`config.mk`:
```
export PLATFORM = sky130hd
export DESIGN_NAME = cbfm_div
export DESIGN_NICKNAME = d
export VERILOG_FILES = /design/src/design/cbfm_div.sv
export SDC_FILE = /design/constraint.sdc
export NUM_CORES = 1
export LEC_CHECK = 0
export BUFFER_PORTS_ARGS = -buffer_cell sky130_fd_sc_hd__buf_2
export CAP_MARGIN = 20
export CORE_MARGIN = 5
export CORE_UTILIZATION = 40
export CTS_CLUSTER_DIAMETER = 100
export DETAILED_ROUTE_END_ITERATION = 8
export GPL_ROUTABILITY_DRIVEN = 0
export PLACE_DENSITY = 0.61
export REMOVE_ABC_BUFFERS = 1
export SLEW_MARGIN = 25
export SYNTH_ARGS = -nofsm -noshare
export SYNTH_HDL_FRONTEND = slang
export SYNTH_SLANG_ARGS = --single-unit
```
`constraint.sdc`:
```
create_clock -name i_clk -period 4.4 [get_ports i_clk]
set_input_delay 0.22 -clock i_clk [delete_from_list [all_inputs] [get_ports i_clk]]
set_output_delay 0.22 -clock i_clk [all_outputs]
set_load 0.005 [all_outputs]
```
`src/design/cbfm_div.sv`:
```
// Bit-serial restoring divider for three channel sums sharing one divisor.
`timescale 1ns / 1ps
module cbfm_div #(
    parameter int NUMW = 25,
    parameter int DENW = 9,
    parameter int QW   = 16
) (
    input  logic              i_clk,
    input  logic              i_rst_n,
    input  logic              i_start,
    input  logic [3*NUMW-1:0] i_num,
    input  logic [DENW-1:0]   i_den,
    output logic              o_done,
    output logic [3*QW-1:0]   o_quo
);
    localparam int CNTB = $clog2(NUMW + 1);

    logic [2:0][NUMW-1:0] r_num;
    logic [2:0][DENW-1:0] r_rem;
    logic [DENW-1:0]      r_den;
    logic [CNTB-1:0]      r_cnt;
    logic                 r_busy;
    logic                 r_done;
    logic [2:0][DENW-1:0] n_rem;
    logic [2:0]           n_bit;
    logic [2:0][DENW:0]   w_try;

    always_comb begin
        for (int k = 0; k < 3; k++) begin
            w_try[k] = {r_rem[k], r_num[k][NUMW-1]};
            n_bit[k] = (w_try[k] >= {1'b0, r_den});
            n_rem[k] = n_bit[k] ? DENW'(w_try[k] - {1'b0, r_den}) : DENW'(w_try[k]);
        end
    end

    // The dividend shifts out at the top while quotient bits shift in below.
    always_ff @(posedge i_clk) begin
        if (!i_rst_n) begin
            r_busy <= 1'b0;
            r_done <= 1'b0;
            r_cnt  <= '0;
        end else if (i_start) begin
            r_busy <= 1'b1;
            r_done <= 1'b0;
            r_cnt  <= CNTB'(NUMW);
            r_den  <= i_den;
            for (int k = 0; k < 3; k++) begin
                r_num[k] <= i_num[k*NUMW +: NUMW];
                r_rem[k] <= '0;
            end
        end else if (r_busy) begin
            for (int k = 0; k < 3; k++) begin
                r_rem[k] <= n_rem[k];
                r_num[k] <= {r_num[k][NUMW-2:0], n_bit[k]};
            end
            r_cnt <= r_cnt - 1'b1;
            if (r_cnt == CNTB'(1)) begin
                r_busy <= 1'b0;
                r_done <= 1'b1;
            end
        end
    end

    assign o_done = r_done;
    always_comb begin
        for (int k = 0; k < 3; k++) o_quo[k*QW +: QW] = r_num[k][QW-1:0];
    end
endmodule

```
==> results.env, run 1 <==
CLOCKPOWERSHARE_PCT=38.7
SETUP_VIOL=0
DRC_ERRORS=0
AVGROUTEDWIREPERCELL_UM=17.5
IO_PINS=136
DIE_FOOTPRINT_UM2=19600
PIN_COUNT_OF_THE_BIGGEST_NET_ENTERING_GLOBAL_ROUTING=62
NUMCTSBUFFERS=17
AREA_GROWTH_FROM_SYNTHESIS_TO_FINAL_LAYOUT_PCT=17.1
ROUTE.DETAILED.VIAS_PER_INST=5.29
FIRST_ITER_VIOLATIONS=287
SYNTHESIS.YOSYS.WARNINGS=0
CORE_REGION_AREA_UM2=16600
POWER.TOTAL_uW=3280
FINAL_NETS=751
CTS_BUFFER_DEPTH=2
RATIO_OF_TOTAL_POWER_TO_CELL_AREA_nW_PER_UM2=414
GRT_SETUP_UNREPAIRED='no'
P_INT_uW=2400
HTREE_LEVELS=4
TRACK_USAGE_PCT=15.7
UTILIZATION_PCT=47.8
INITIAL_CORE_UTIL_PCT=40.8
SYNTH_FLOP_CELL='edfxtp_1'
VDD.IR_DROP.WORST_V=0.000255
STARTPOINT_TYPE_OF_THE_WORST_SETUP_PATH='flip-flop'
GRT_PASS1_WL_UM=24700
MAXIMUM_FANOUT_ALONG_THE_WORST_PATH=6
HOLD_VIOLATIONS=0
NUMPORTBUFFERS=135
SYNTH_MOST_COMMON_CELL='edfxtp_1'
SYNTH_TOP_AREA_SHARE_PCT=49.3
CLOCK_TREE_FROM_TRITONCTS='built'
HOLD_CLASS='input port to flip-flop'
CTS.REPAIR.RESIZED=0
DRT_FIRST_PASS_ITERS=4
ANT_NETS=0
P_SW_SHARE_PCT=27.0
SYNTH_AREA_LEADERS='edfxtp_1 (49%), mux2_2 (13%), buf_4 (5.4%), ha_1 (5.4%), a21oi_1 (2.3%)'
SYN-CELL-AREA_UM2=6760
SYNTH_SEQUENTIAL_AREA_RATIO_PCT=51.4
FMAXACHIEVABLE_MHz=384
TIMING_WORST_SLEW_PIN_VALUE_NS=0.779
TIMING_WORST_SETUP_PATH_TYPE='flip-flop to flip-flop'
TIMING.MAX_CAP.VIOLATIONS=0
SYNTH.LIB_CELLS_USED.DISTINCT=62
PERIOD_NEEDED_NS=2.60
INITIAL_ANTENNA_VIOLATION_COUNT=0
P_SW_uW=884
TIMING.REG2REG.SETUP_SLACK_NS=1.80
GRT_OVERFLOW_TOTAL=0
WORSTSKEWPAIRLATENCY_NS=0.42
SYNTHESIS.INSTANCES=532
MAXSLEWVIOLCOUNT=0
CTS.SINK_COUNT=118
YOSYS-TOP-CELLS-COUNT='edfxtp_1 (111), mux2_2 (77), buf_4 (49)'
PLACEDCELLCOUNT=824
SYNTHESIZED_FLOP_AND_LATCH_TOTAL=118
POST-ROUTE-PERIOD-UTIL_PCT=59.1
CRITPATHREQUIREDTIME_NS=4.55
COUNT_OF_FLIP_FLOPS_WITH_A_BUILT_IN_ENABLE_AFTER_SYNTHESIS=111
CTS.CLK_SLEW.WORST_PATHS_NS=0.06
CTSROOTBUFFERMASTER='clkbuf_16'
SETUP_TNS_NS=0
CTS_POST_SETUP_BUFFERS_INSERTED=0
WORST_HOLD_SLACK_NS=0.0994
CTS_HOLD_BUF=9
DETAILEDPLACEMENTHPWL_UM=10900
LAYOUTNONFILLERINSTCOUNT=865
GRT_PASS1_VIAS=4922
SYNTH.AVG_CELL_AREA_UM2=12.7
CRITICAL_PATH_AT_NS=2.76
NUM_VIAS=4574
WIRELENGTH_UM=15100
CLOCK_SKEW_NS=0.0285
N_ANTENNA_CELL=0
RUN_STATUS='finished, final reports clean'
POST_ROUTE_CELLS_DRIVE_ABOVE_1_SHARE_PCT=43.7
ASYNCSETRESETFLOPFRACSYNTH_PCT=0
SYNTH_TOP_AREA_CELL='edfxtp_1'
DIE_W_UM=140
DIE_H_UM=140
LEAKAGEPOWER_uW=0.00308
CRITPATHCAPTURETYPE='flip-flop'
COMBINATIONALPOWERSHARE_PCT=18.9
TIMING.SLEW.HEADROOM_PCT=48.1
SEQPWRFRAC_PCT=42.4
FP-ROW-COUNT=47
==> power by group through the flow <==
stage | Combinational (uW) | Clock (uW) | Sequential [uW]
global route | 686 | 1360 | 1400
finish | 620 | 1270 | 1390
global placement | 594 | 0 | 1410
detailed placement | 611 | 0 | 1410
floorplan | 422 | 0 | 1410
CTS | 621 | 1300 | 1390
==> cells by family after synthesis <==
group / count (synthesis) / share of synthesized area (%)
AND/OR/NAND/NOR: 96 / 8.08
buffers and inverters: 90 / 8.06
AO/OA/AOI/OAI: 109 / 12.1
adder cells (fa/ha/maj): 32 / 6.25
multiplexers: 77 / 12.8
XOR/XNOR: 10 / 1.29
flip-flops: 118 / 51.4
==> final timing paths <==
| check | startpoint | end | cells past startpoint |
|---|---|---|---|
| setup / recovery | r_den[0] | o_quo[16] | 8 |
| hold / removal | i_num[71] | r_num[71] | 2 |
| setup reg to reg | r_den[0] | o_quo[16] | 8 |
| hold reg to reg | o_done | o_done | 2 |
==> routing by layer <==
metal  global-route usage [%]  vias up  routed length (um)  part of all wire, %
li1                         -     2187                   -                    -
met1                     18.8     2210                6350                   42
met2                     25.2      157                7210                   48
met3                     6.10       20                1240                  8.2
met4                     6.78        0                 346                  2.3
met5                        0        -                   0                    0
==> worst max-delay path, stage by stage, from the launching register on <==
cell	delay, ns
edfxtp_1	0.44
ha_1	0.19
inv_1	0.05
fa_1	0.40
a21o_1	0.21
a311oi_2	0.36
or3_1	0.32
nand2_4	0.10
mux2_2	0.27
==> cells in the final DEF, fill, tap and decap left out, types with 11 or more instances in the layout <==
| master | count |
|---|---|
| o21ai_0 | 11 |
| edfxtp_1 | 111 |
| nand2_1 | 11 |
| mux2_2 | 77 |
| inv_1 | 23 |
| nor2_1 | 19 |
| a21oi_1 | 31 |
| nand3_1 | 25 |
| buf_2 | 134 |
| ha_1 | 29 |
| clkbuf_16 | 17 |
==> state kept, by name, indices dropped and copies added (netlist names) <==
signal,flops
r_rem,27
r_den,9
r_cnt,5
r_busy,1
o_done,1
o_quo,48
r_num,27
==> cell type report <==
cell class              instances  area, um2
flip-flops and latches        118       3470
clock inverters                14        113
repair buffers                147        791
inverters                      24       90.1
well taps                     220        275
clock buffers                  18        429
multi-input cells             324       2750
fillers                      1510       8660
==> per-stage QoR <==
step / setup WS, ns / cell area [um2]
floorplan: 1.17 / 6310
global placement: 1.90 / 7290
detailed placement: 1.84 / 7290
CTS: 1.83 / 7920
global route: 1.68 / 7920
finish: 1.80 / 7920
Power figures use the tool's default switching activity.
==> run 2, diff against run 1 <==
ABC_AREA = 1   (was not set)
PLACE_DENSITY = 0.63   (was 0.61)
clock period = 2.3 ns   (was 4.4 ns; I/O delays follow)
==> results.env, run 2 <==
MAXIMUM_FANOUT_ALONG_THE_WORST_PATH=11  # +5
CTS.CLK_SLEW.WORST_PATHS_NS=0.05  # about the same
PERIOD_NEEDED_NS=2.13  # -0.472 ns
DRT_FIRST_PASS_ITERS=4  # unchanged
SYNTHESIS.INSTANCES=838  # +58%
SEQPWRFRAC_PCT=39.9  # -2.5 points
FMAXACHIEVABLE_MHz=469  # +22%
CLOCK_SKEW_NS=0.0103  # -0.0181 ns
ROUTE.DETAILED.VIAS_PER_INST=4.61  # -13%
FP-ROW-COUNT=48  # +2.1%
SYNTH_SIMPLE_GATE_AREA_SHARE_PCT=28.7  # +21 points
STARTPOINT_TYPE_OF_THE_WORST_SETUP_PATH='flip-flop'
CRITPATHCAPTURETYPE='flip-flop'
SYNTH.LIB_CELLS_USED.DISTINCT=30  # -52%
SYNTH_FLOP_CELL='edfxtp_1'
POST_ROUTE_CELLS_DRIVE_ABOVE_1_SHARE_PCT=19.7  # -24 points
NUMCTSBUFFERS=17  # unchanged
YOSYS-TOP-CELLS-COUNT='nand2_1 (361), edfxtp_1 (111), inv_1 (90)'
SYNTH_SEQUENTIAL_AREA_RATIO_PCT=49.8  # -1.5 points
SYNTH-ADDER-AREA-SHARE_PCT=6.07  # -0.19 points
CORE_REGION_AREA_UM2=17200  # +3.6%
SYNTH_AREA_LEADERS='edfxtp_1 (48%), nand2_1 (19%), buf_4 (5.3%), ha_1 (5.2%), inv_1 (4.8%)'
DIE_H_UM=142  # +1.4%
TIMING_WORST_SLEW_PIN_VALUE_NS=0.983  # +0.204 ns
LAYOUT_COMMONEST_CELL='nand2_1'
IO_PINS=136  # unchanged
TIMING.FINAL.WS_SETUP_NS=0.169  # -1.63 ns
LEAKAGEPOWER_uW=0.00441  # +43%
GRT_OVERFLOW_TOTAL=0  # unchanged
COMBINATIONALPOWERSHARE_PCT=19.6  # +0.7 points
DIE_FOOTPRINT_UM2=20200  # +2.8%
INITIAL_CORE_UTIL_PCT=40.6  # -0.21 points
CRITICAL_PATH_AT_NS=2.28  # -0.48 ns
SYNTHESIS.YOSYS.WARNINGS=0  # unchanged
TRACK_USAGE_PCT=17.2  # +1.5 points
FINAL_NETS=1127  # +50%
ANT_NETS=0  # unchanged
CTSROOTBUFFERMASTER='clkbuf_16'
CLOCKPOWERSHARE_PCT=40.5  # +1.8 points
FIRST_ITER_VIOLATIONS=380  # +32%
P_SW_SHARE_PCT=26.5  # -0.44 points
LARGEST_REG_FLOPS=48  # unchanged
PRE_CTS_SETUP_SLACK_NS=0.116  # -1.72 ns
RATIO_OF_TOTAL_POWER_TO_CELL_AREA_nW_PER_UM2=747  # +80%
CTS.SINK_COUNT=118  # unchanged
YOSYS.AREA_SHARE.XOR_XNOR_PCT=1.26  # -0.038 points
SETUP_TNS_NS=0  # unchanged
SYNTHMUXAREASHARE_PCT=0  # -13 points
COUNT_OF_FLIP_FLOPS_WITH_A_BUILT_IN_ENABLE_AFTER_SYNTHESIS=111  # unchanged
NUM_VIAS=5736  # +25%
HOLD_CLASS='input port to flip-flop'
AREA_GROWTH_FROM_SYNTHESIS_TO_FINAL_LAYOUT_PCT=28.3
SYNTH_MOST_COMMON_CELL='nand2_1'
INITIAL_ANTENNA_VIOLATION_COUNT=0  # unchanged
DOMINANT_COMBINATIONAL_CELL_FAMILY_BY_AREA_AFTER_SYNTHESIS='simple AND/OR/NAND/NOR gates'
N_ANTENNA_CELL=0  # unchanged
SYNTHESIZED_FLOP_AND_LATCH_TOTAL=118  # unchanged
GRT_SETUP_UNREPAIRED='no'
VDD.IR_DROP.WORST_V=0.000428  # +67%
UTILIZATION_PCT=52.1  # +4.3 points
WIRELENGTH_UM=16900  # +11%
DETAILEDPLACEMENTHPWL_UM=11100  # +2.0%
CRITPATHREQUIREDTIME_NS=2.45  # -2.10 ns
DRC_ERRORS=0  # unchanged
NUMPORTBUFFERS=135  # unchanged
CTS_BUFFER_DEPTH=2  # unchanged
SETUP_VIOL=0  # unchanged
SYN-CELL-AREA_UM2=6970  # +3.1%
SYNTH_TOP_AREA_SHARE_PCT=47.8  # -1.5 points
HOLD_VIOLATIONS=0  # unchanged
HTREE_LEVELS=4  # unchanged
P_INT_uW=4910  # +100%
SYNTH_COMPOUND_GATE_AREA_SHARE_PCT=2.15  # -10 points
TOP_LIBRARY_CELLS_BY_USAGE_IN_THE_LAYOUT_FILL_AND_TAPS_ASIDE='nand2_1 (358), buf_2 (135), edfxtp_1 (111), inv_1 (87), dlygate4sd3_1 (81)'
PLACEDCELLCOUNT=1131  # +37%
PIN_COUNT_OF_THE_BIGGEST_NET_ENTERING_GLOBAL_ROUTING=100  # +61%
POWER.TOTAL_uW=6680  # +100%
CLOCK_TREE_FROM_TRITONCTS='built'
SYNTH.AVG_CELL_AREA_UM2=8.32  # -35%
TIMING.MAX_CAP.VIOLATIONS=0  # unchanged
ASYNCSETRESETFLOPFRACSYNTH_PCT=0  # unchanged
LAYOUTNONFILLERINSTCOUNT=1245  # +44%
DIE_W_UM=142  # +1.4%
LAYOUT.FILLER_CELLS=1601  # +6.0%
SYNTH_TOP_AREA_CELL='edfxtp_1'
TIMING_WORST_SETUP_PATH_TYPE='flip-flop to flip-flop'
MAXSLEWVIOLCOUNT=0  # unchanged
GRT_PASS1_WL_UM=27700  # +12%
AVGROUTEDWIREPERCELL_UM=13.5  # -23%
GRT_PASS1_VIAS=5759  # +17%
P_SW_uW=1770  # +100%
TIMING.SLEW.HEADROOM_PCT=34.4  # -14 points
WORSTSKEWPAIRLATENCY_NS=0.42  # about the same
RUN_STATUS='finished, final reports clean'
POST-ROUTE-PERIOD-UTIL_PCT=92.6  # +33 points
## run 2: changes by cell type after synthesis, sizes merged, moves of 7 or more
| cell | change |
|---|---|
| o21ai | -13 |
| nor2 | +57 |
| a21boi | -12 |
| o21bai | +10 |
| buf | +10 |
| or3 | -7 |
| a211oi | -8 |
| a21o | -9 |
| o211ai | -7 |
| nor3 | -9 |
| nand2 | +360 |
| inv | +68 |
| mux2 | -77 |
| a21oi | -22 |
## run 2: logic make-up (layout without fill, tap and decap cells)
group / Yosys count / after routing
compound gates: 24 / 24
xor+xnor: 10 / 10
fa+ha+maj: 32 / 32
buf+inv: 162 / 343
flops: 118 / 118
simple gates: 492 / 493
## run 2: per-stage QoR
stage	hold WS (ns)	cell area (um2)
4_1_cts	0.00108	8890
3_3_place_gp	0.292	7490
6_report	0.0233	8940
2_1_floorplan	0.214	6480
5_1_grt	0.0199	8940
3_5_place_dp	0.294	7490
## run 2: layout make-up
| cell class | count | area [um2] | share of cell area (%) |
|---|---|---|---|
| Timing Repair Buffer | 221 | 1540 | 17.2 |
| Clock inverter | 11 | 158 | 1.76 |
| Clock buffer | 20 | 437 | 4.88 |
| Sequential cell | 118 | 3470 | 38.8 |
| Tap cell | 225 | 282 | 3.15 |
| Inverter | 91 | 345 | 3.86 |
| Multi-Input combinational cell | 559 | 2710 | 30.3 |
## run 2: per-layer routing
metal	GRT usage, %	up-vias	part of all wire [%]	routed length, um
li1	-	2942	-	-
met1	21.7	2610	44	7480
met2	28.0	162	47	7990
met3	4.70	22	6.3	1060
met4	6.97	0	1.9	328
met5	0	-	0	0
## run 2: power by group through the flow
stage | combinational [uW] | sequential, uW | clock (uW)
floorplan | 812 | 2700 | 0
global placement | 1160 | 2700 | 0
detailed placement | 1180 | 2700 | 0
CTS | 1290 | 2660 | 2760
global route | 1500 | 2680 | 2860
finish | 1310 | 2670 | 2700
## run 2: worst paths after layout
check                                 end      start  slack, ns  cells after the start
worst max-delay path            o_quo[16]   r_den[1]       0.17                     10
worst min-delay path            r_num[49]  i_num[49]       0.02                      3
worst max register to register  o_quo[16]   r_den[1]       0.17                     10
worst min register to register   r_cnt[4]   r_cnt[4]       0.48                      2
## run 2: critical path: stages (launching register included)
cell and delay [ns]:
edfxtp_1 0.37, clkinvlp_4 0.23, fa_1 0.50, nand2_1 0.08, nand2_1 0.09, nand3_2 0.10, nand2_4 0.06, nand2_4 0.08
nand2_4 0.11, inv_1 0.15, o21ai_0 0.09
## run 2: what timing repair did
action,CTS,global route
hold buffers,81,0
setup buffers,0,1
endpoints found under the setup margin,0,15
endpoints found under the hold margin,81,0
gates resized for setup,0,11
==> run 3, diff against run 2 <==
CELL_PAD_IN_SITES_DETAIL_PLACEMENT = 2   (was not set)
CELL_PAD_IN_SITES_GLOBAL_PLACEMENT = 2   (was not set)
CORE_UTILIZATION = 30   (was 40)
PLACE_DENSITY = 0.77   (was 0.63)
==> results.env, run 3 (same netlist as run 2, synthesis figures left out) <==
CTSROOTBUFFERMASTER='clkbuf_16'
INITIAL_CORE_UTIL_PCT=30.6  # -10 points
HTREE_LEVELS=4  # unchanged
LAYOUT.FILLER_CELLS=2518  # +57%
GRT_PASS1_WL_UM=41200  # +49%
RUN_STATUS='finished, final reports clean'
GRT_OVERFLOW_TOTAL=0  # unchanged
WIRELENGTH_UM=27500  # +63%
CRITPATHCAPTURETYPE='flip-flop'
CTS_BUFFER_DEPTH=2  # unchanged
TIMING_WORST_SETUP_PATH_TYPE='flip-flop to flip-flop'
MAXSLEWVIOLCOUNT=0  # unchanged
INITIAL_ANTENNA_VIOLATION_COUNT=1  # +1
PRE_CTS_SETUP_SLACK_NS=0.00172  # -0.115 ns
HOLD_VIOLATIONS=0  # unchanged
CORE_REGION_AREA_UM2=22800  # +33%
FIRST_ITER_VIOLATIONS=365  # -3.9%
CRITPATHREQUIREDTIME_NS=2.48  # +0.03 ns
CTS.SINK_COUNT=118  # unchanged
SETUP_VIOL=0  # unchanged
POST_ROUTE_CELLS_DRIVE_ABOVE_1_SHARE_PCT=23.0  # +3.3 points
COMBINATIONALPOWERSHARE_PCT=22.5  # +2.9 points
P_INT_uW=4770  # -2.8%
HOLD_CLASS='input port to flip-flop'
AREA_GROWTH_FROM_SYNTHESIS_TO_FINAL_LAYOUT_PCT=32.1
TIMING.FINAL.WS_SETUP_NS=0.0176  # -0.152 ns
ANT_NETS=0  # unchanged
DRT_FIRST_PASS_ITERS=5  # +1
SETUP_TNS_NS=0  # unchanged
PIN_COUNT_OF_THE_BIGGEST_NET_ENTERING_GLOBAL_ROUTING=91  # -9.0%
MAXIMUM_FANOUT_ALONG_THE_WORST_PATH=6  # -5
FINAL_NETS=1137  # +0.89%
TIMING.SLEW.HEADROOM_PCT=55.1  # +21 points
CELL_DEPTH_OF_THE_WORST_FLOP_TO_FLOP_PATH=12  # +2
P_SW_uW=2230  # +26%
VDD.IR_DROP.WORST_V=0.000561  # +31%
DIE_W_UM=162  # +14%
LAYOUT_COMMONEST_CELL='nand2_1'
CRITICAL_PATH_AT_NS=2.46  # +0.18 ns
TIMING.MAX_CAP.VIOLATIONS=0  # unchanged
LEAKAGEPOWER_uW=0.00444  # +0.63%
N_ANTENNA_CELL=0  # unchanged
STARTPOINT_TYPE_OF_THE_WORST_SETUP_PATH='flip-flop'
CLOCKPOWERSHARE_PCT=39.1  # -1.4 points
TIMING_WORST_SLEW_PIN_VALUE_NS=0.674  # -0.310 ns
POST-ROUTE-PERIOD-UTIL_PCT=99.2  # +6.6 points
NUMCTSBUFFERS=17  # unchanged
DIE_FOOTPRINT_UM2=26400  # +31%
FP-ROW-COUNT=55  # +15%
IO_PINS=136  # unchanged
CLOCK_TREE_FROM_TRITONCTS='built'
GRT_PASS1_VIAS=7120  # +24%
P_SW_SHARE_PCT=31.9  # +5.3 points
GRT_SETUP_UNREPAIRED='yes'
HOLD_DEPTH=3  # unchanged
DRC_ERRORS=0  # unchanged
FMAXACHIEVABLE_MHz=438  # -6.6%
NUM_VIAS=6220  # +8.4%
DETAILEDPLACEMENTHPWL_UM=15300  # +38%
TOP_LIBRARY_CELLS_BY_USAGE_IN_THE_LAYOUT_FILL_AND_TAPS_ASIDE='nand2_1 (355), buf_2 (135), edfxtp_1 (111), inv_1 (83), dlygate4sd3_1 (79)'
DIE_H_UM=162  # +14%
LARGEST_REG_FLOPS=48  # unchanged
AVGROUTEDWIREPERCELL_UM=20.4  # +51%
NUMPORTBUFFERS=135  # unchanged
ROUTE.DETAILED.VIAS_PER_INST=4.63  # +0.45%
SEQPWRFRAC_PCT=38.5  # -1.4 points
CTS.CLK_SLEW.WORST_PATHS_NS=0.06  # about the same
PERIOD_NEEDED_NS=2.28  # +0.152 ns
TRACK_USAGE_PCT=20.2  # +3.0 points
WORSTSKEWPAIRLATENCY_NS=0.42  # about the same
RATIO_OF_TOTAL_POWER_TO_CELL_AREA_nW_PER_UM2=761  # +1.9%
CLOCK_SKEW_NS=0.0112  # +0.000810 ns
## run 3: per-stage QoR
| stage | instances | total power (uW) | area, um2 | utilization [%] | hold WS [ns] |
|---|---|---|---|---|---|
| global route | 1344 | 7300 | 9210 | 40.4 | 0.0449 |
| CTS | 1333 | 6830 | 9030 | 39.6 | 0.00265 |
| global placement | 1220 | 3930 | 7620 | 33.5 | 0.294 |
| finish | 1344 | 7000 | 9210 | 40.4 | 0.0323 |
| detailed placement | 1220 | 3990 | 7620 | 33.5 | 0.295 |
| floorplan | 767 | 3510 | 6480 | - | 0.214 |
## run 3: power groups by stage
stage                     Clock, uW  Combinational, uW  Sequential (uW)
after floorplan                   0                812             2700
after global placement            0               1210             2710
after detailed placement          0               1270             2710
after CTS                      2720               1430             2680
after global routing           2860               1730             2710
final                          2740               1570             2690
## run 3: path summary, 6_finish.rpt
check / startpoint / end / slack, ns
worst min-delay path: i_num[10] / o_quo[10] / 0.03
worst max register to register: r_den[0] / r_rem[3] / 0.02
worst max-delay path: r_den[0] / r_rem[3] / 0.02
worst min register to register: r_cnt[4] / r_cnt[4] / 0.49
## run 3: repair_timing
action                     in CTS  in global routing
gates resized for setup         6                 27
setup buffers                   1                  9
pin swaps                       1                  5
setup endpoints to repair      14                 28
hold buffers                   79                  0
hold endpoints to repair       79                  0
cloned                          1                  2
## run 3: metal layers
layer / GRT usage [%] / wire length, um / vias to the layer above
met5: 0 / 10 / -
met4: 5.61 / 511 / 2
met3: 4.45 / 1310 / 38
met2: 37.1 / 14400 / 166
met1: 23.5 / 11300 / 3066
li1: - / - / 2948
## run 3: layout make-up
| type | count | area (um2) | area share [%] |
|---|---|---|---|
| Sequential cell | 118 | 3470 | 37.7 |
| Multi-Input combinational cell | 561 | 2810 | 30.5 |
| Timing Repair Buffer | 229 | 1600 | 17.4 |
| Clock buffer | 17 | 425 | 4.62 |
| Tap cell | 313 | 392 | 4.25 |
| Inverter | 91 | 350 | 3.81 |
| Clock inverter | 15 | 156 | 1.70 |
## run 3: critical path, stage by stage (launching register included)
cell and delay [ns]:
edfxtp_1 0.47, ha_2 0.24, inv_2 0.06, fa_2 0.38, nand2_1 0.09, nand2_2 0.08, nand3_2 0.09, nand2_1 0.10
nand2_2 0.14, nand2_4 0.09, buf_4 0.14, o21bai_1 0.11, nor2_1 0.05
