===== src/design/cbfm_pkg.sv =====
// Shared constants and types of the clipped box filter mean block.
`timescale 1ns / 1ps
package cbfm_pkg;

    localparam int DEF_MAX_WIDTH  = 1024;
    localparam int DEF_MAX_RADIUS = 8;
    localparam int DEF_FRAC_BITS  = 8;

    localparam int CFG_W_BITS    = 11;
    localparam int CFG_H_BITS    = 12;
    localparam int CFG_R_BITS    = 4;
    localparam int CFG_DATA_BITS = 12;
    localparam int CFG_IDX_BITS  = 2;

    localparam logic [CFG_IDX_BITS-1:0] REG_WIDTH  = 2'd0;
    localparam logic [CFG_IDX_BITS-1:0] REG_HEIGHT = 2'd1;
    localparam logic [CFG_IDX_BITS-1:0] REG_RADIUS = 2'd2;

    localparam logic CMD_PIXEL = 1'b0;
    localparam logic CMD_DRAIN = 1'b1;

    typedef struct packed {
        logic last;
        logic eof;
    } t_res_tag;

endpackage


===== src/design/cbfm_ostage.sv =====
// Output register that holds one result until the downstream side takes it.
`timescale 1ns / 1ps
module cbfm_ostage #(
    parameter int CHW = 16,
    parameter int TDW = 48
) (
    input  logic                i_clk,
    input  logic                i_rst_n,
    input  logic                i_load,
    input  logic [3*CHW-1:0]    i_data,
    input  cbfm_pkg::t_res_tag  i_tag,
    output logic                o_free,
    output logic                m_axis_tvalid,
    input  logic                m_axis_tready,
    output logic [TDW-1:0]      m_axis_tdata,   // red_avg, green_avg, blue_avg, zero pad
    output logic                m_axis_tlast,
    output logic                m_axis_tuser    // end_of_frame
);
    import cbfm_pkg::*;

    logic             r_valid;
    logic [3*CHW-1:0] r_data;
    t_res_tag         r_tag;

    assign o_free = !r_valid || m_axis_tready;

    always_ff @(posedge i_clk) begin
        if (!i_rst_n) begin
            r_valid <= 1'b0;
        end else if (i_load) begin
            r_valid <= 1'b1;
        end else if (m_axis_tready) begin
            r_valid <= 1'b0;
        end
    end

    always_ff @(posedge i_clk) begin
        if (i_load) begin
            r_data <= i_data;
            r_tag  <= i_tag;
        end
    end

    assign m_axis_tvalid = r_valid;
    assign m_axis_tdata  = TDW'(r_data);
    assign m_axis_tlast  = r_tag.last;
    assign m_axis_tuser  = r_tag.eof;
endmodule


===== config.mk =====
export PLATFORM = sky130hd
export DESIGN_NAME = cbfm_ostage
export DESIGN_NICKNAME = d
export VERILOG_FILES = /design/src/design/cbfm_pkg.sv /design/src/design/cbfm_ostage.sv
export SDC_FILE = /design/constraint.sdc
export NUM_CORES = 1
export LEC_CHECK = 0
export BUFFER_PORTS_ARGS = -buffer_cell sky130_fd_sc_hd__clkbuf_2
export CAP_MARGIN = 20
export CORE_AREA = 2 2 69 71
export CTS_CLUSTER_SIZE = 40
export DETAILED_ROUTE_END_ITERATION = 16
export DIE_AREA = 0 0 71 73
export PLACE_DENSITY = 0.68
export SYNTH_ARGS = -nofsm -noshare
export SYNTH_HDL_FRONTEND = slang
export SYNTH_SLANG_ARGS = --single-unit

===== constraint.sdc =====
create_clock -name i_clk -period 0.8 [get_ports i_clk]
set_input_delay 0.04 -clock i_clk [delete_from_list [all_inputs] [get_ports i_clk]]
set_output_delay 0.04 -clock i_clk [all_outputs]
set_load 0.005 [all_outputs]

==> results of run 1 <==
[layer usage]
metal,wire (um),GRT usage [%],vias to the layer above
met5,0,0,-
met4,42,6.92,0
met3,429,6.49,5
met2,2210,29.2,70
met1,1320,15.4,534
li1,-,-,544
[worst reg2reg max path: stages (launching register included)]
cell	delay, ns
sky130_fd_sc_hd__dfxtp_4	0.37
sky130_fd_sc_hd__nand2b_4	0.05
sky130_fd_sc_hd__a21boi_2	0.11
[kinds of logic (layout without fill, tap and decap cells)]
logic type             after synthesis  in the layout
flip-flops                          51             51
AO/OA/AOI/OAI                        1              1
AND/OR/NAND/NOR                      1              1
buffers and inverters                1            168
[worst max path at each step]
stage / from / endpoint / depth (start not counted)
floorplan: m_axis_tvalid / m_axis_tvalid / 2
global placement: i_load / m_axis_tdata[38] / 2
detailed placement: i_load / m_axis_tdata[2] / 2
CTS: m_axis_tdata[21] / m_axis_tdata[21] / 1
global route: m_axis_tdata[4] / m_axis_tdata[4] / 1
finish: m_axis_tdata[4] / m_axis_tdata[4] / 1
[state kept, by name, summed over array words and instances, names as in the netlist]
signal,flops
m_axis_tuser,1
m_axis_tdata,48
m_axis_tlast,1
m_axis_tvalid,1
[through the flow]
step | worst slack (ns) | util (%)
floorplan | 0.192 | -
global placement | 0.105 | 48.3
detailed placement | 0.0807 | 48.3
CTS | -0.0802 | 62.5
global route | -0.119 | 62.7
finish | -0.0757 | 62.7
[layout make-up]
type                            count  area, um^2
Fill cell                         326        1690
Clock inverter                      2        60.1
Tap cell                           54        67.6
Inverter                            1        3.75
Clock buffer                        6        72.6
Timing Repair Buffer              159        1090
Multi-Input combinational cell      2        25.0
Sequential cell                    51        1530
[timing repair]
| action | in CTS | in global routing |
|---|---|---|
| setup buffers | 0 | 0 |
| setup endpoints to repair | 52 | 52 |
| gates resized for setup | 1 | 4 |
| hold endpoints to repair | 51 | 1 |
[report_power, final]
part / total [uW] / leakage, uW / switching (uW) / internal [uW]
Clock: 2030 / 0.0000654 / 783 / 1250
Combinational: 655 / 0.000690 / 243 / 412
Sequential: 3220 / 0.000498 / 60.6 / 3160
Total: 5910 / 0.00125 / 1090 / 4820
[cell usage after synthesis (all sizes together)]
library cell	count
nand2b	1
edfxtp	50
inv	1
dfxtp	1
a21boi	1
==> results, run 1 <==
- The detail route stage leaves a number of antenna-violating nets equal to 0.
- The final reports fail on negative setup slack.
- The via count of the first global-routing pass is 1251.
- The synthesized netlist devotes 0.726% of its cell area to compound gates.
- The dominant combinational cell family by area after synthesis is simple AND/OR/NAND/NOR gates.
- For this run, the slowest stage of the critical path takes 0.41 ns.
- The floorplan step set the die width to a little over 70 um.
- The worst hold slack across all endpoints is 0.00493 ns.
- The detailed-route via count is around 1200.
- The number of max-capacitance violations reported is 0.
- The placer congestion estimate is slightly below 0.7.
- In the routed design, unresolved DRC markers number 0.
- The number of cells after detailed placement is 216.
- The final non-filler cell area is 2840 um^2.
- The later pin in the worst-skew pair is clocked with a latency of 0.29 ns.
- The number of buffers created by CTS is 5.
- The global-route wire length before repair is between 5 and 6 mm.
- Hold repair after CTS inserted 51 buffers.
- Of the post-synthesis cell area, the part taken by muxes is 0%.
- The synthesized-area fraction occupied by and/or/nand/nor cells is 0.888%.
- Synthesis handed over a netlist of 54 instances.
- The pin count of the biggest net entering global routing is 27.
- During synthesis, Yosys emitted a total of 0 warnings.
- The flip-flop and latch count after synthesis is slightly above 50.
- Summing every instance area after synthesis gives between 1500 and 2000 um^2.
- In this run the critical register-to-register path is captured at m_axis_tvalid.
- The shortest period the worst path allows is 0.876 ns.
- The post-detailed-route via-to-cell ratio is ~4.2.
- The netlist uses 5 different library cells.
- The data required time of the worst path is 0.76 ns.
- The worst hold path begins at m_axis_tready.
- The sequential area share after synthesis is 98.1%.
- After the last flow step, the layout net total stands at 274.
- TritonCTS built the clock tree.
- For the worst setup path, the data arrival time is 0.84 ns.
- In this run the worst path has a maximum fanout of 1.
- The count of non-filler cells in the finished layout is roughly 280.
- In this run the deepest clock path goes through 2 buffers.
- Setup repair after global routing could not meet its margin everywhere.
- In this run the cell area measured after placement is 2190 um^2.
- The share of the clock period used by the worst path after layout is 109%.
- The launching element type of the critical path is a flop.
- Setup slack on the critical path of the routed design comes to -0.0757 ns.
- The worst max-slew margin expressed relative to the limit is 90.1%.
- The maximum clock skew at final layout is 0 ns.
- The clock transition at the register clock pins on the worst setup and hold paths after CTS is 0.09 ns.
- The mean cell area of the mapped netlist is between 20 and 30 um^2.
- From synthesis to final layout, the design area changed by 83.5%.
- The library cells used most frequently in the layout, excluding fill and tap cells, are 103 x sky130_fd_sc_hd__clkbuf_2, 51 x sky130_fd_sc_hd__dlygate4sd3_1, 50 x sky130_fd_sc_hd__edfxtp_1.
- The power density of the placed cells is 2080 nW/um^2.
- The area of the core region is 4540 um^2.
- In this run the critical register-to-register path is launched from m_axis_tvalid.
- The path with the worst hold slack has its endpoint at m_axis_tvalid.
- In this run the worst hold path is classified as in2reg.
- The H-tree depth is 2.
- The arithmetic-cell share of the synthesized area counting full adders, half adders and majority gates is 0%.
- The final layout contains routed wiring with a total length of about 4 mm.
- The transition time at the pin with the least slew margin is 0.148 ns.
- The die area is approximately 5200 um^2.
- The final number of hold-violating endpoints came to 0.
- The starting density of the core is 34.2%.
- For the final routed database, the setup TNS stands at -1.34 ns.
- Synthesis produced a netlist with a net count of 108.
- Cells with a size suffix above 1 make up 53.4% of the layout.
- The category of the critical setup timing path is reg2out.
- The first-pass iteration count of the detailed router is 4.
- In this run the clock root is driven by a sky130_fd_sc_hd__clkbuf_8.
- The post-synthesis xor/xnor area fraction is 0%.
- In this run the static leakage power is 0.00125 uW.
- The fmax is about 1.1 GHz.
- For this run, the total global-route usage over all layers was measured as 15.8%.
- The kind of capture point of the worst setup path is a primary output.
- The most area-hungry cell type in the Yosys netlist is sky130_fd_sc_hd__edfxtp_1.
- The kind of cell with the highest combined delay on the critical path is flip-flops.
- The repair_antennas step left the layout with diodes totalling 0.
- The die extent in y is 73 um.
- In this run the core area contains 25 standard-cell rows.
- In this run the biggest area consumer among cell types represents 96.9% of the synthesized area.
- The register-to-register setup slack is about 0.2 ns.
- The number of cells on the worst reg-to-reg path is 2.
- The worst vdd rail ir drop is 0.00157 V.
- Leaving out fill and tap cells, the most frequent cell in the layout is sky130_fd_sc_hd__clkbuf_2.
- The half-perimeter wire length of the detailed placement result is 2.33 mm.
- The total count of max-transition violations in the final report is 0.
- The power after layout is between 5000 and 6000 uW.
- The run finished, with violations left.
- Dividing the detail-routed wire length by the instance count gives 14.5 um.
- The residual overflow from global routing is 0.
- Yosys attributes the largest share of cell area to sky130_fd_sc_hd__edfxtp_1 97%, sky130_fd_sc_hd__dfxtp_1 1.3%, sky130_fd_sc_hd__nand2b_4 0.89%, sky130_fd_sc_hd__a21boi_2 0.73%, sky130_fd_sc_hd__inv_1 0.24%.
- The total buffers and inverters traversed by the critical path is 1.
- The total number of clock tree sinks is 51.
- The worst hold path passes through 3 cells.
- The highest-delay cell along the critical path is sky130_fd_sc_hd__edfxtp_1.
- Walking the worst path, the cells encountered are clkbuf_2.
- The initial antenna violation count was 0.
- The count of buffers inserted at the top-level ports is approximately 110.
- In this run, the number of DRC markers left after iteration 0 of detailed routing was 52.
- The number of primary I/O pins is 106.
- The setup violation total in the final timing report is 52.
Note: power is estimated with default switching activity, not from simulation.
==> run 2, diff against run 1 <==
CORE_AREA = 2 2 64 66   (was 2 2 69 71)
DIE_AREA = 0 0 66 68   (was 0 0 71 73)
PLACE_DENSITY = 0.75   (was 0.68)
clock period = 1.06 ns   (was 0.8 ns; I/O delays follow)
==> run 2 against run 1 <==
  * The run now ends clean
  * Sequential share of layout area up 0.83 points
  * Total power is 27% lower
  * Global-route usage rose by 2.9 points
  * Via count shrank 0.17%
==> results, run 2 (synthesis results as in run 1) <==
- The flow ran to the end, and the final reports show no timing, DRC or antenna violations.
- The count of buffers inserted at the top-level ports is 105 (unchanged).
- The highest-delay cell along the critical path is sky130_fd_sc_hd__dfxtp_1.
- The starting density of the core was 40.2% (+6.0 points).
- The clock transition at the register clock pins on the worst setup and hold paths after CTS is 0.09 ns (about the same).
- The power share of the sequential group is 56.9% (+2.4 points).
- The launching element type of the critical path is a flop.
- The worst path arrival time is 0.88 ns (+0.04 ns).
- The relative contribution of the clock network to total power came to 31.8% (-2.6 points).
- The maximum clock skew at final layout is 0 ns (unchanged).
- The area overhead of the layout relative to synthesis is 80.2%.
- The multi-input logic area is 25.0 um^2 (unchanged).
- The total buffers and inverters traversed by the critical path is 1 (unchanged).
- The combinational cell fraction of total power is 11.3% (+0.2 points).
- The largest stage delay on the critical path came to 0.40 ns (about the same).
- The switching power is 834 uW (-23%).
- The switching part of the total is 19.5% (+1.1 points).
- The H-tree depth is 2 (unchanged).
- The placer congestion estimate is 0.713 (+4.4%).
- The worst path in the final design needs a cycle of 0.936 ns, including I/O delays and setup.
- The largest fanout of any net on the critical path is 2 (+1).
- The library cell used most frequently in the layout, excluding fill and tap cells, is sky130_fd_sc_hd__clkbuf_2.
- The number of buffers created by CTS is 5 (unchanged).
- The cell family contributing the most delay on the critical path is flip-flops.
- The internal portion of total power is 3450 uW (-28%).
- The buffer cell driving the clock tree root is sky130_fd_sc_hd__clkbuf_8.
- The TritonCTS clock tree is done.
- The number of cells after detailed placement was 211 (-2.3%).
- The die area was 4490 um^2 (-13%).
- The total count of max-transition violations in the final report came to 0 (unchanged).
- The final total negative setup slack is 0 ns (+1.34 ns).
- The count of antenna diodes in the layout is 0 (unchanged).
- In the layout the commonest cells are 105 x sky130_fd_sc_hd__clkbuf_2, 51 x sky130_fd_sc_hd__dlygate4sd3_1, 50 x sky130_fd_sc_hd__edfxtp_1.
- The worst setup path is of the reg2out kind.
- The clock latency of the later-clocked register in the worst-skew pair came to 0.30 ns (about the same).
- The global-route wire length before repair came to 5.89 mm (+0.46%).
- The number of buffers on the longest clock path was 2 (unchanged).
- The worst max-slew margin expressed relative to the limit is 85.6% (-4.5 points).
- The transition time at the pin with the least slew margin is 0.216 ns (+0.0674 ns).
- Traced cell by cell, the critical path runs through nand2b_4 -> clkbuf_2.
- The post-CTS repair timing setup buffer count is 0 (unchanged).
- The number of primary I/O pins is 106 (unchanged).
- The count of non-filler cells in the finished layout is 270 (-1.8%).
- The number of fill cells in the layout is 250 (-23%).
- The area of the core region came to 3860 um^2 (-15%).
- The final number of hold-violating endpoints came to 0 (unchanged).
- The pin count of the biggest net entering global routing is 34 (+26%).
- The initial detailed-routing violation count is 62 (+19%).
- The data required time of the worst path is 1.01 ns (+0.25 ns).
- The worst vdd rail ir drop is 0.00117 V (-25%).
- The worst setup path is captured at a primary output.
- The total number of clock tree sinks was 51 (unchanged).
- The die extent in y is 68 um (-6.8%).
- Setup repair after global routing left no endpoint under its margin.
- The area taken by flip-flops and latches came to 1520 um^2 (-0.25%).
- The post-detailed-route via-to-cell ratio is 4.26 (+1.7%).
- The residual overflow from global routing is 0 (unchanged).
- The detailed-route via count is 1151 (-0.17%).
- The standby leakage power is 0.00124 uW (-1.2%).
- In the finished design, the share of the clock period the worst path needs comes to approximately nine tenths.
- The DRC violation count after routing is 0 (unchanged).
- The setup violation total in the final timing report was 0 (-100%).
- The first-pass iteration count of the detailed router is 4 (unchanged).
- The die boundary width came to 66 um (-7.0%).
- The number of max-capacitance violations reported is 0 (unchanged).
- The flip-flop count of the largest register, all copies and words added was 48 (unchanged).
- The routed length per instance is 14.8 um (+1.4%).
- Derived from the worst setup path, the maximum achievable clock frequency is 1.07 GHz.
- The initial antenna violation count is 0 (unchanged).
- The via count of the first global-routing pass is 1270 (+1.5%).
- The total routing resource utilization after global routing is 18.7% (+2.9 points).
- The power density of the placed cells is 1530 nW/um^2 (-26%).
- The net total in the final layout is 273 (-0.36%).
- The fraction of layout cells with a size suffix above 1 is 53.2% (-0.21 points).
- The total of cells resized after clock tree synthesis is 0 (-1).
- The path class of the lowest-slack min-delay path is in2reg.
- The cell row count came to 23 (-8.0%).
- The final wirelength is 3.98 mm (-0.40%).
- The number of antenna-violating nets in the routed design was 0 (unchanged).
- The count of hold-fix buffers inserted at cts is 51 (unchanged).
[run 2: layout make-up]
cell class              instances  share of cell area (%)
clock buffers                   6                    2.96
clock inverters                 2                    1.25
inverters                       1                   0.134
multi-input cells               2                   0.896
flip-flops and latches         51                    54.5
well taps                      50                    2.24
repair buffers                158                    38.1
[run 2: path summary, 6_finish.rpt]
check                 from            end  slack (ns)  cells after the start
max          m_axis_tvalid         o_free        0.12                      2
min          m_axis_tready  m_axis_tvalid        0.05                      3
max reg2reg  m_axis_tvalid  m_axis_tvalid        0.39                      2
min reg2reg  m_axis_tvalid  m_axis_tvalid        0.53                      2
[run 2: tightest hold or removal path: stages]
cell                       delay, ns
sky130_fd_sc_hd__clkbuf_2       0.08
sky130_fd_sc_hd__nand2b_4       0.12
sky130_fd_sc_hd__a21boi_2       0.05
[run 2: layer usage]
metal  GRT usage (%)  vias up  share of wire [%]
li1                -      542                  -
met1            20.3      529                 36
met2            32.7       75                 51
met3            9.21        5                 12
met4            5.36        0               0.98
met5               0        -                  0
[run 2: per-stage QoR]
step | hold WS [ns] | util [%] | area, um^2 | setup slack, ns | power, uW
global placement | 0.230 | 56.2 | 2170 | 0.327 | 2790
global route | 0.0329 | 72.5 | 2790 | 0.0670 | 4480
finish | 0.0457 | 72.5 | 2790 | 0.124 | 4290
CTS | 0.0173 | 72.5 | 2790 | 0.135 | 4300
floorplan | 0.152 | - | 1550 | 0.452 | 2510
detailed placement | 0.232 | 56.2 | 2170 | 0.312 | 2810
[run 2: power groups by stage]
stage	registers, uW	logic, uW	clock network [uW]
after floorplan	2500	7.75	0
after global placement	2470	320	0
after detailed placement	2480	329	0
after CTS	2430	477	1390
after global routing	2450	528	1500
final	2440	484	1360
==> run 3, diff against run 2 <==
ABC_AREA = 1   (was default)
CORE_AREA = 2 2 63 65   (was 2 2 64 66)
CTS_CLUSTER_SIZE = 8   (was 40)
DIE_AREA = 0 0 65 67   (was 0 0 66 68)
PLACE_DENSITY = 0.78   (was 0.75)
==> run 3 against run 2 <==
  * Global-route usage shrank 1.1 points
  * Critical path depth increased by 3
  * Flip-flop and latch count stayed put
  * First-iteration DRC count is 6.5% higher
  * Die area fell by 3.0%
  * Largest power group unchanged
==> results, run 3 <==
- The worst setup path is launched from a primary input.
- The clock latency of the later-clocked register in the worst-skew pair is 0.29 ns (about the same).
- The library cell used most frequently in the layout, excluding fill and tap cells, is sky130_fd_sc_hd__clkbuf_2.
- Sorting the synthesized cells by how often they occur yields 50 x sky130_fd_sc_hd__edfxtp_1, 3 x sky130_fd_sc_hd__inv_1, 1 x sky130_fd_sc_hd__a21oi_2, 1 x sky130_fd_sc_hd__dfxtp_1, 1 x sky130_fd_sc_hd__nand2_2.
- The number of nets produced by synthesis came to 110 (+1.9%).
- The worst hold slack across all endpoints came to 0.207 ns (+0.161 ns).
- The total of cells resized after clock tree synthesis is 0 (unchanged).
- The shortest period the worst path allows was 0.987 ns (+0.0505 ns).
- The share of the core filled with cells in the final layout is 76.8% (+4.4 points).
- The placer congestion estimate is 0.674 (-5.4%).
- The setup violation total in the final timing report is 0 (unchanged).
- The category of the critical setup timing path is in2out.
- The total routing resource utilization after global routing came to 17.6% (-1.1 points).
- The first-pass iteration count of the detailed router is 4 (unchanged).
- The maximum clock skew at final layout is 0 ns (unchanged).
- The biggest area contributor in the post-synthesis netlist is sky130_fd_sc_hd__edfxtp_1.
- The yosys synthesis warning count is 0 (unchanged).
- In the synthesized netlist the dominant register cell turns out to be sky130_fd_sc_hd__edfxtp_1.
- The final total negative setup slack was 0 ns (unchanged).
- The buffer cell driving the clock tree root is sky130_fd_sc_hd__clkbuf_8.
- The flow ran to the end, and the final reports show no timing, DRC or antenna violations.
- The post-CTS repair timing setup buffer count is 0 (unchanged).
- The kind of capture point of the worst setup path is a primary output.
- In the layout the commonest cells are 105 x sky130_fd_sc_hd__clkbuf_2, 52 x sky130_fd_sc_hd__dlygate4sd3_1, 50 x sky130_fd_sc_hd__edfxtp_1.
- The number of max-capacitance violations reported is 0 (unchanged).
- The post-synthesis xor/xnor area fraction came to 0% (unchanged).
- The number of antenna-violating nets in the routed design is 0 (unchanged).
- The initial detailed-routing violation count came to 66 (+6.5%).
- The fmax is 1.01 GHz (-5.1%).
- The mean cell area of the mapped netlist was 27.6 um^2 (-3.7%).
- The cell count after synthesis is 56 (+3.7%).
- The pin count of the biggest net entering global routing is 44 (+29%).
- The fraction of synthesis flops using an asynchronous set or reset pin is 0% (unchanged).
- The count of unique library cells instantiated by Yosys is 5 (unchanged).
- The net total in the final layout is 276 (+1.1%).
- The worst path arrival time is 0.93 ns (+0.05 ns).
- The flip-flop and latch count after synthesis is 51 (unchanged).
- The DRC violation count after routing came to 0 (unchanged).
- The worst vdd rail ir drop is 0.000879 V (-25%).
- The synthesized-area fraction occupied by ao, oa, aoi and oai cells came to 0.566% (-0.16 points).
- The H-tree depth is 2 (unchanged).
- The half-perimeter wire length of the detailed placement result is 2.31 mm.
- The die area is 4360 um^2 (-3.0%).
- The total count of max-transition violations in the final report is 0 (unchanged).
- The clock transition at the register clock pins on the worst setup and hold paths after CTS came to 0.09 ns (about the same).
- The initial antenna violation count came to 0 (unchanged).
- The share of Yosys cell area claimed by the top area cell type was 97.0% (+0.16 points).
- The largest fanout of any net on the critical path came to 2 (unchanged).
- The most instantiated library cell after synthesis is sky130_fd_sc_hd__edfxtp_1.
- The fraction of layout cells with a size suffix above 1 is 52.0% (-1.2 points).
- The sequential area share after synthesis came to 98.3% (+0.16 points).
- The area of the core region came to 3610 um^2 (-6.5%).
- The transition time at the pin with the least slew margin is 0.224 ns (+0.00817 ns).
- The area of the mapped netlist is 1550 um^2 (-0.16%).
- The final number of hold-violating endpoints came to 0 (unchanged).
- The number of enable flip-flop cells after synthesis came to 50 (unchanged).
- The data required time of the worst path is 1.01 ns (about the same).
- The detailed-route via count is 1175 (+2.1%).
- TritonCTS built the clock tree.
- The global-route wire length before repair is 5.40 mm (-8.4%).
- The standby leakage power came to 0.00123 uW (-0.95%).
- The path class of the tightest hold or removal check is in2reg.
- The power density of the placed cells is 1430 nW/um^2 (-6.5%).
- The synthesized-area fraction occupied by and/or/nand/nor cells is 0.404% (-0.48 points).
- The cell row count is 22 (-4.3%).
- The routed length per instance is 13.9 um (-5.9%).
- The die boundary width is 65 um (-1.5%).
- The post-detailed-route via-to-cell ratio came to 4.34 (+1.7%).
- The count of antenna diodes in the layout was 0 (unchanged).
- The number of buffers on the longest clock path is 2 (unchanged).
- The count of buffers inserted at the top-level ports came to 105 (unchanged).
- The final wirelength is 3.76 mm (-5.6%).
- The area overhead of the layout relative to synthesis is 79.0%.
- The count of hold-fix buffers inserted at cts came to 52 (+2.0%).
- The via count of the first global-routing pass is 1119 (-12%).
- Yosys attributes the largest share of cell area to sky130_fd_sc_hd__edfxtp_1 97%, sky130_fd_sc_hd__dfxtp_1 1.3%, sky130_fd_sc_hd__inv_1 0.73%, sky130_fd_sc_hd__a21oi_2 0.57%, sky130_fd_sc_hd__nand2_2 0.40%.
- The number of primary I/O pins came to 106 (unchanged).
- The residual overflow from global routing was 0 (unchanged).
- Setup repair after global routing left no endpoint under its margin.
- The starting density of the core is 42.9% (+2.7 points).
- The arithmetic-cell share of the synthesized area counting full adders, half adders and majority gates is 0% (unchanged).
- The number of buffers created by CTS is 5 (unchanged).
- The flip-flop count of the largest register, all copies and words added is 48 (unchanged).
- The worst max-slew margin expressed relative to the limit is 85.1% (-0.54 points).
- The share of the clock period used by the worst path after layout is 93.1% (+4.8 points).
- The multiplexer area fraction after synthesis is 0% (unchanged).
- The die extent in y is 67 um (-1.5%).
- The total number of clock tree sinks is 51 (unchanged).
- The dominant combinational cell family by area after synthesis is buffers and inverters.
-- run 3: cell types whose count changed after synthesis, sizes merged --
cell    delta
inv        +2
nand2b     -1
a21oi      +1
nand2      +1
a21boi     -1
-- run 3: cell families (layout without fill, tap and decap cells) --
| kind of cell | Yosys count | in the layout |
|---|---|---|
| AO/OA/AOI/OAI | 1 | 1 |
| buffers and inverters | 3 | 170 |
| flip-flops | 51 | 51 |
| AND/OR/NAND/NOR | 1 | 1 |
-- run 3: stage by stage --
stage	cell area, um^2	power (uW)	cells	worst slack, ns
2_1_floorplan	1550	2500	56	0.491
3_3_place_gp	2160	2790	211	0.330
3_5_place_dp	2160	2800	211	0.312
4_1_cts	2770	4010	271	0.104
5_1_grt	2770	4140	271	0.0530
6_report	2770	3970	271	0.0734
-- run 3: worst max-delay path, cell delays in order --
cell                            delay [ns]
sky130_fd_sc_hd__dlygate4sd3_1        0.55
sky130_fd_sc_hd__clkbuf_2             0.11
sky130_fd_sc_hd__inv_1                0.06
sky130_fd_sc_hd__nand2_2              0.05
sky130_fd_sc_hd__clkbuf_2             0.11
-- run 3: cell type report --
class	instances	area, um^2
clock buffer	5	68.8
sequential	51	1520
inverter	3	11.3
multi-input combinational	2	15.0
timing repair buffer	159	1070
tap	48	60.1
clock inverter	3	20.0
fill	197	836
-- run 3: per-layer routing --
metal	wire length [um]	track usage, %
met5	0	0
met4	82	5.32
met3	391	6.42
met2	1810	29.8
met1	1470	21.1
-- run 3: final timing paths --
check / from / end / slack (ns) / cells past startpoint
max: m_axis_tready / o_free / 0.07 / 5
min: i_load / m_axis_tdata[32] / 0.21 / 2
max reg2reg: m_axis_tvalid / m_axis_tvalid / 0.48 / 2
min reg2reg: m_axis_tvalid / m_axis_tvalid / 0.48 / 2
-- run 3: report_power, final --
part	internal [uW]	switching (uW)
Sequential	2390	47.0
Combinational	301	180
Clock	460	600
Total	3150	827
